<file path="src/rtl/pgmb_pkg.sv">
// Shared types, constants and register codes for the point grid max binning block.
`default_nettype none
package pgmb_pkg;
  localparam int MaxCols = 256;
  localparam int MaxRows = 256;
  localparam int NumCells = MaxCols * MaxRows;
  localparam int AddrW = $clog2(NumCells);

  typedef enum logic [1:0] {
    KIND_INSERT = 2'd0,
    KIND_READ = 2'd1,
    KIND_READ_CLR = 2'd2,
    KIND_NONE = 2'd3
  } kind_t;

  typedef enum logic [2:0] {
    REG_X_ORIGIN = 3'd0,
    REG_Y_TOP = 3'd1,
    REG_CELL_X = 3'd2,
    REG_CELL_Y = 3'd3,
    REG_GRID_COLS = 3'd4,
    REG_GRID_ROWS = 3'd5
  } reg_idx_t;

  typedef enum logic [2:0] {
    ST_CLEAR,
    ST_IDLE,
    ST_DIV,
    ST_READ,
    ST_WAIT,
    ST_WRITE,
    ST_OUT
  } state_t;

  // Commands from the controller to the datapath.
  typedef struct packed {
    logic clr_step;
    logic load;
    logic div_step;
    logic mem_read;
    logic mem_write;
    logic out_load;
  } cmd_t;

  // Status from the datapath to the controller.
  typedef struct packed {
    logic clr_done;
    logic div_done;
  } sts_t;
endpackage
`default_nettype wire

</file>
<file path="src/rtl/pgmb_ctrl.sv">
// Controller state machine sequencing clear, divide, memory access and output.
`default_nettype none
module pgmb_ctrl (
  input  wire logic           clk,
  input  wire logic           rst_n,
  input  wire logic           in_valid,
  output logic                in_ready,
  output logic                out_valid,
  input  wire logic           out_ready,
  output pgmb_pkg::cmd_t      cmd,
  input  wire pgmb_pkg::sts_t sts
);
  pgmb_pkg::state_t state_r, state_nxt;
  logic out_valid_r, out_valid_nxt;

  // State and output valid registers.
  always_ff @(posedge clk) begin
    if (!rst_n) begin
      state_r <= pgmb_pkg::ST_CLEAR;
      out_valid_r <= 1'b0;
    end else begin
      state_r <= state_nxt;
      out_valid_r <= out_valid_nxt;
    end
  end

  // Next state.
  always_comb begin
    state_nxt = state_r;
    case (state_r)
      pgmb_pkg::ST_CLEAR: if (sts.clr_done) state_nxt = pgmb_pkg::ST_IDLE;
      pgmb_pkg::ST_IDLE: if (in_valid) state_nxt = pgmb_pkg::ST_DIV;
      pgmb_pkg::ST_DIV: if (sts.div_done) state_nxt = pgmb_pkg::ST_READ;
      pgmb_pkg::ST_READ: state_nxt = pgmb_pkg::ST_WAIT;
      pgmb_pkg::ST_WAIT: state_nxt = pgmb_pkg::ST_WRITE;
      pgmb_pkg::ST_WRITE: state_nxt = pgmb_pkg::ST_OUT;
      pgmb_pkg::ST_OUT: if (!out_valid_r || out_ready) state_nxt = pgmb_pkg::ST_IDLE;
      default: state_nxt = pgmb_pkg::ST_IDLE;
    endcase
  end

  // Outputs and commands.
  always_comb begin
    cmd = '0;
    in_ready = 1'b0;
    out_valid_nxt = out_valid_r && !out_ready;
    case (state_r)
      pgmb_pkg::ST_CLEAR: cmd.clr_step = 1'b1;
      pgmb_pkg::ST_IDLE: begin
        in_ready = 1'b1;
        cmd.load = in_valid;
      end
      pgmb_pkg::ST_DIV: cmd.div_step = 1'b1;
      pgmb_pkg::ST_READ: cmd.mem_read = 1'b1;
      pgmb_pkg::ST_WRITE: cmd.mem_write = 1'b1;
      pgmb_pkg::ST_OUT: begin
        if (!out_valid_r || out_ready) begin
          cmd.out_load = 1'b1;
          out_valid_nxt = 1'b1;
        end
      end
      default: ;
    endcase
  end

  assign out_valid = out_valid_r;
endmodule
`default_nettype wire

</file>
<file path="config.mk">
export PLATFORM = sky130hd
export DESIGN_NAME = pgmb_ctrl
export DESIGN_NICKNAME = d
export VERILOG_FILES = /design/src/rtl/pgmb_pkg.sv /design/src/rtl/pgmb_ctrl.sv
export SDC_FILE = /design/constraint.sdc
export NUM_CORES = 1
export LEC_CHECK = 0
export BUFFER_PORTS_ARGS = -buffer_cell sky130_fd_sc_hd__buf_2
export CAP_MARGIN = 30
export CORE_AREA = 2 2 39 41
export CTS_CLUSTER_DIAMETER = 80
export CTS_CLUSTER_SIZE = 12
export DETAILED_ROUTE_END_ITERATION = 8
export DIE_AREA = 0 0 41 43
export HOLD_SLACK_MARGIN = 0.15
export PLACE_DENSITY_LB_ADDON = 0.08
export SYNTH_ARGS = -nofsm -noshare
export SYNTH_HDL_FRONTEND = slang
export SYNTH_SLANG_ARGS = --single-unit
</file>
<file path="constraint.sdc">
create_clock -name clk -period 1.8 [get_ports clk]
set_clock_uncertainty 0.05 [all_clocks]
set_input_delay 0.36 -clock clk [delete_from_list [all_inputs] [get_ports clk]]
set_output_delay 0.36 -clock clk [all_outputs]
set_load 0.02 [all_outputs]
</file>
# [Word-level counts from Yosys, hierarchy flattened]
# Cells that the tools add are included.
[op_classes] eq_ne=10 muxes=15 n_reduce_logical=6
[op_table] cell="$pmux 3 s7" n=1
[op_table] cell="$mux 3" n=4
[op_table] cell="$mux 1" n=10
[op_table] cell="$eq 3x3->1 const B" n=3
[op_table] cell="$ne 2x2->1 const B" n=4
[op_table] cell="$eq 3x2->1 const B" n=2
[op_table] cell="$reduce_and 4->1" n=1
[op_table] cell="$eq 3x1->1 const B" n=1
[op_table] cell="$logic_not 3->1" n=1
[op_table] cell="$logic_not 1->1" n=2
[op_table] cell="$logic_and 1x1->1" n=1
[op_table] cell="$logic_or 1x1->1" n=1
[word_totals] register_bits=4

# [Logic depth before layout (Yosys ltp)]
# Gate-level depths: netlist of run 1.
[depth] word_depth=4 mapped_depth=4 mapped_depth_nobuf=3

# [Worst setup path before layout of run 1]
# No wires, ideal clock.
[synth_path] kind="flip-flop to output port" from="reg state_r[1]" to="out cmd[4] (netlist bit)" t_arrival_ps=1121 slack_ps=269 stages_incl_launch_ff=4 cell_sequence="dfxtp_1 buf_4 nor3b_2 and2_1"
[synth_rtl] element="from (decl)" line_no="pgmb_ctrl.sv:13" rtl="pgmb_pkg::state_t state_r, state_nxt;"
[synth_rtl] element="from (signal assigned)" line_no="pgmb_ctrl.sv:19" rtl="state_r <= pgmb_pkg::ST_CLEAR;"
[synth_rtl] element="from (signal assigned)" line_no="pgmb_ctrl.sv:22" rtl="state_r <= state_nxt;"
[synth_rtl] element="to (decl)" line_no="pgmb_ctrl.sv:10" rtl="output pgmb_pkg::cmd_t cmd,"

==> results of run 1 <==
==> cells in the final DEF, fill, tap and decap left out <==
cell type  count
buf_2         13
nor2_1         5
nand2_1        4
dfxtp_1        4
clkbuf_4       3
nand2b_1       2
a21oi_1        2
o21a_1         2
o21ai_1        2
and3b_1        1
nor3b_2        1
nor3_1         1
and2b_1        1
nand3b_1       1
and2_1         1
nor2_2         1
o21ai_0        1
or3_1          1
nand3_1        1
o311a_1        1
a21boi_1       1
==> layout make-up <==
| type | instances | area, sq um |
|---|---|---|
| fill | 167 | 1030 |
| clock buffer | 3 | 22.5 |
| multi-input combinational | 29 | 169 |
| sequential | 4 | 80.1 |
| tap | 16 | 20.0 |
| timing repair buffer | 13 | 65.1 |
==> routing by layer <==
| metal | global-route usage | up-vias | part of all wire |
|---|---|---|---|
| li1 | - | 149 | - |
| met1 | 0.115 | 122 | 0.47 |
| met2 | 0.103 | 10 | 0.43 |
| met3 | 0.0628 | 0 | 0.098 |
| met4 | 0.0600 | 0 | 0 |
| met5 | 0 | - | 0 |
==> flip-flops by register name (all words and copies together) (netlist names) <==
name,count
out_valid,1
state_r,3
==> logic make-up (layout without fill, tap and decap cells) <==
kind of cell | Yosys count | after routing | share of synthesized area
flops | 4 | 4 | 0.291
simple gates | 20 | 20 | 0.405
compound gates | 9 | 9 | 0.209
buf+inv | 3 | 16 | 0.0954
==> cell usage after synthesis (2+ instances only) <==
library cell  count  share of area
nand2b_1          2          0.045
o21a_1            2          0.055
a21oi_1           2          0.036
dfxtp_1           4           0.29
nor2_1            5          0.068
nand2_1           4          0.055
buf_4             2          0.055
o21ai_1           2          0.036
==> per-stage QoR <==
| step | setup WS (ps) | cell area (sq um) | std cells |
|---|---|---|---|
| floorplan | 269 | 275 | 36 |
| global placement | 361 | 334 | 62 |
| detailed placement | 399 | 334 | 62 |
| CTS | 132 | 357 | 65 |
| global route | 27.7 | 357 | 65 |
| finish | 149 | 357 | 65 |
==> critical path, delay by kind of cell, from the launching register on <==
family / cells / cell delay (ps)
buf+inv: 1 / 170
simple gates: 2 / 270
flops: 1 / 570
==> worst paths after layout <==
kind                      to  slack, ps  cells after the start
setup / recovery      cmd[0]        150                      3
hold / removal    state_r[1]        350                      2
setup reg to reg  state_r[0]        640                      3
hold reg to reg    out_valid        520                      2
==> power by group <==
group	internal [mW]	switching [mW]	total (mW)
Clock	0.0744	0.0343	0.109
Combinational	0.0279	0.0310	0.0588
Sequential	0.0946	0.0142	0.109
Total	0.197	0.0794	0.276
==> summary.txt, run 1 <==
Status = completed
Die X = 41 um
CP max FO = 14
Clock latency on the worst-skew pair = 230 ps
Die Area = 1760 sq um
Tmin final = 1650 ps
Hold crit path type = in2reg
Peak supply drop = 0.201 mV
Drt initial violations = 8
Layout cells sized above 1 = 0.367
Asr flop ratio synth = 0
Initial antenna violation count = 0
Reg-to-reg startpoint = state_r[1]
Total CTS buffers = 3
RD Place Congestion = 0.658
Cts repair resizes = 0
Synth Instances = 36
Vias in the first global route = 253
Number of hold buffers added after CTS = 0
Lkg Pwr = 0.180 nW
Ys flop type = dfxtp_1
Relative slew slack = 0.716
CTS sink count = 4
Worst Tran Pin Value = 425 ps
Final setup viols = 0
Via/cell ratio = 4.32
Number of port buffers = 13
Area growth, synth to finish = 29.5%
Routed Antenna Nets = 0
Drt pass-1 iters = 4
CP max-delay cell = dfxtp_1
PwrDens = 775 nW/um^2
# H-tree levels = 1
Pin count of the biggest net entering global routing = 15
Register area share after synthesis = 0.291
Setup Buffers After CTS = 0
Setup TNS = 0 ps
Crit path capture type = output pin
Die Y = 43 um
Mapped cell area = 275 sq um
Max incr delay on CP = 570 ps
Period utilization = 0.917
Achievable clock frequency = 606 MHz
Pins Over Slew Limit = 0
Remaining Overflow, GRT = 0
Core area = 1380 sq um
Yosys Warn Count = 0
Startpoint Class = register
Post-Syn Area per Cell = 7.65 sq um
WHS = 352 ps
Inserted Diodes = 0
Mapped Nets = 42
Setup crit start = state_r[2]
Post-synth EDFFs = 0
Critical path data arrival time = 1240 ps
Via count = 281
Finished Core Util = 0.258
Final Hold Violating Endpoints = 0
Unrepaired setup endpoints after global routing = false
Distinct cells, synth = 21
CP Data Required Time = 1390 ps
Ports = 14
Layout Nets = 57
Initial Util = 0.199
Wire length per cell = 9.72 um
Overall power = 276 uW
Clock transition at path regs = 40 ps
Min-delay src = rst_n
FP Rows = 14
Crit path cell chain = nand3b_1, nor2_1, buf_2
Total GRT Usage = 0.0903
Max Cap Viol = 0
Max clock buf depth = 2
Post-DP HPWL = 480 um
Synth Register Bits = 4
CTS tree = yes
DRC viols = 0
Crit path kind = reg2out
First-pass GRT wire length = 1000 um
Root Driver = clkbuf_4
Total Wirelength = 632 um
No activity file was read; power rests on OpenSTA's default activity.
==> run 2: changes to the inputs <==
--- a/config.mk
+++ b/config.mk
@@ -14,6 +14,7 @@
 export DIE_AREA = 0 0 41 43
 export HOLD_SLACK_MARGIN = 0.15
 export PLACE_DENSITY_LB_ADDON = 0.08
+export SETUP_SLACK_MARGIN = 0.4
 export SYNTH_ARGS = -nofsm -noshare
 export SYNTH_HDL_FRONTEND = slang
 export SYNTH_SLANG_ARGS = --single-unit
==> constraint.sdc (replaced) <==
create_clock -name clk -period 1.4 [get_ports clk]
set_clock_uncertainty 0.05 [all_clocks]
set_input_delay 0.28 -clock clk [delete_from_list [all_inputs] [get_ports clk]]
set_output_delay 0.28 -clock clk [all_outputs]
set_load 0.02 [all_outputs]
==> run 2 against run 1 <==
Total power is 55% higher; sequential share of layout area is 4.8 points lower; highest routed layer is now met4; hold slack worse by 95 ps; combinational power is 130% higher; cell area is 51% higher; count of clock-buffer cells in the layout is 1 higher; first-iteration DRC count is 88% lower; largest power group is now the clock network; core utilization is 13 points higher.
==> summary.txt, run 2 (synthesis results as in run 1) <==
Status = completed
Worst r2r path cells = 4 (+1)
CP max-delay cell = dfxtp_4
Total CTS buffers = 3 (unchanged)
Post-DP HPWL = 511 um (+6.5%)
Crit path kind = reg2out
Reg-to-reg startpoint = state_r[1]
Period utilization = 0.993
Routed Antenna Nets = 0 (unchanged)
Placement Setup Slack = 151 ps (-248 ps)
CP max FO = 8 (-6)
Die Y = 43 um (unchanged)
Crit path capture type = output pin
Hold crit path type = in2reg
Placed cell count = 63 (+1.6%)
Via count = 330 (+17%)
Pin count of the biggest net entering global routing = 9 (-6)
Via/cell ratio = 4.40 (+1.8%)
Min-delay src = rst_n
Remaining Overflow, GRT = 0 (unchanged)
Total GRT Usage = 0.106 (+0.0158)
Final std cells w/o fill = 75 (+15%)
Area growth, synth to finish = 95.5%
Reg-to-Reg End = state_r[0]
Worst R2R Setup Slack = 150 ps (-490 ps)
Filler cell count = 150 (-10%)
Commonest non-fill, non-tap cells in the layout = 10 x buf_6, 7 x buf_2, 5 x buf_4, 4 x nand2_1, 4 x dfxtp_4
Layout cells sized above 1 = 0.661 (+0.294)
CTS sink count = 4 (unchanged)
Root Driver = clkbuf_4
Number of port buffers = 13 (unchanged)
First-pass GRT wire length = 1240 um (+24%)
Final Hold Violating Endpoints = 0 (unchanged)
Number of flip-flops in the largest register = 3 (unchanged)
Vias in the first global route = 306 (+21%)
Max clock buf depth = 2 (unchanged)
Setup TNS = 0 ps (unchanged)
Critical path data arrival time = 1060 ps (-180 ps)
Core area = 1380 sq um (unchanged)
Initial antenna violation count = 0 (unchanged)
CP Data Required Time = 1070 ps (-320 ps)
Ports = 14 (unchanged)
Wire length per cell = 9.92 um (+2.0%)
Layout Nets = 66 (+16%)
Lkg Pwr = 0.241 nW (+34%)
WP buf/inv = 1 (unchanged)
Startpoint Class = register
Max incr delay on CP = 380 ps (-190 ps)
Crit-path leading delay family = flip-flops
Inserted Diodes = 0 (unchanged)
Initial Util = 0.199 (unchanged)
Tmin final = 1390 ps
Drt initial violations = 1 (-7)
Clock latency on the worst-skew pair = 240 ps (about the same)
Clock transition at path regs = 40 ps (about the same)
Die Area = 1760 sq um (unchanged)
Drt pass-1 iters = 2 (-2)
Crit path cell chain = nor3b_4, and2_4, buf_6
DRC viols = 0 (unchanged)
Biggest register = state_r
Worst hold path depth = 2 (unchanged)
Sink of the worst hold path = state_r[1]
Die X = 41 um (unchanged)
Final setup viols = 0 (unchanged)
Pins Over Slew Limit = 0 (unchanged)
Most common cell after layout, fill and taps aside = buf_6
CTS tree = yes
Achievable clock frequency = 719 MHz
RD Place Congestion = 0.683 (+3.8%)
PwrDens = 797 nW/um^2 (+2.8%)
Relative slew slack = 0.883 (+0.166)
Finished Core Util = 0.389 (+0.131)
Worst Tran Pin Value = 174 ps (-250 ps)
Peak supply drop = 0.327 mV (+63%)
FP Rows = 14 (unchanged)
Total Wirelength = 744 um (+18%)
Max Cap Viol = 0 (unchanged)
Final WS setup = 9.45 ps (-139 ps)
Unrepaired setup endpoints after global routing = true
# H-tree levels = 1 (unchanged)
==> run 2: worst max-delay path by stage <==
| stage | start | endpoint | slack [ps] | cells after the start |
|---|---|---|---|---|
| floorplan | state_r[2] | cmd[4] | 80 | 3 |
| global placement | state_r[0] | cmd[3] | 160 | 4 |
| detailed placement | state_r[0] | cmd[3] | 150 | 4 |
| CTS | state_r[1] | cmd[4] | -20 | 3 |
| global route | state_r[0] | cmd[5] | -30 | 3 |
| finish | state_r[1] | cmd[4] | 9 | 3 |
==> run 2: routing by layer <==
metal / routed length (um) / part of all wire / vias to the layer above / GRT usage
li1: - / - / 170 / -
met1: 313 / 0.42 / 149 / 0.121
met2: 373 / 0.50 / 9 / 0.141
met3: 47 / 0.063 / 2 / 0.0419
met4: 10 / 0.013 / 0 / 0.100
met5: 0 / 0 / - / 0
==> run 2: final cells by class <==
type / instances / area [sq um] / share of cell area
Clock buffer: 4 / 26.3 / 0.0488
Timing Repair Buffer: 22 / 185 / 0.344
Sequential cell: 4 / 95.1 / 0.177
Multi-Input combinational cell: 29 / 211 / 0.393
Tap cell: 16 / 20.0 / 0.0372
==> run 2: worst register-to-register path: cells and delay by family (launching register included) <==
kind	cells	cell delay (ps)
compound gates	1	160
buf+inv	1	160
flops	1	380
simple gates	2	430
==> run 2: stage by stage <==
step / cell area (sq um) / hold slack (ps) / total power, mW
after detailed placement: 368 / 496 / 0.230
after floorplan: 309 / 344 / 0.209
after CTS: 500 / 244 / 0.431
after global routing: 538 / 248 / 0.461
after global placement: 368 / 502 / 0.230
final: 538 / 257 / 0.429
==> run 2: repair_timing <==
item                                    in CTS  in global routing
hold buffers                                 0                  0
hold endpoints to repair                     0                  0
endpoints found under the setup margin      10                 11
pin swaps                                    4                  6
resized for setup                           22                  4
buffers inserted                             5                  3
==> run 2: power by group <==
| group | internal, mW | switching, mW | total (mW) |
|---|---|---|---|
| combinational | 0.0796 | 0.0567 | 0.136 |
| sequential | 0.119 | 0.0148 | 0.134 |
| clock | 0.107 | 0.0513 | 0.158 |
| total | 0.306 | 0.123 | 0.429 |
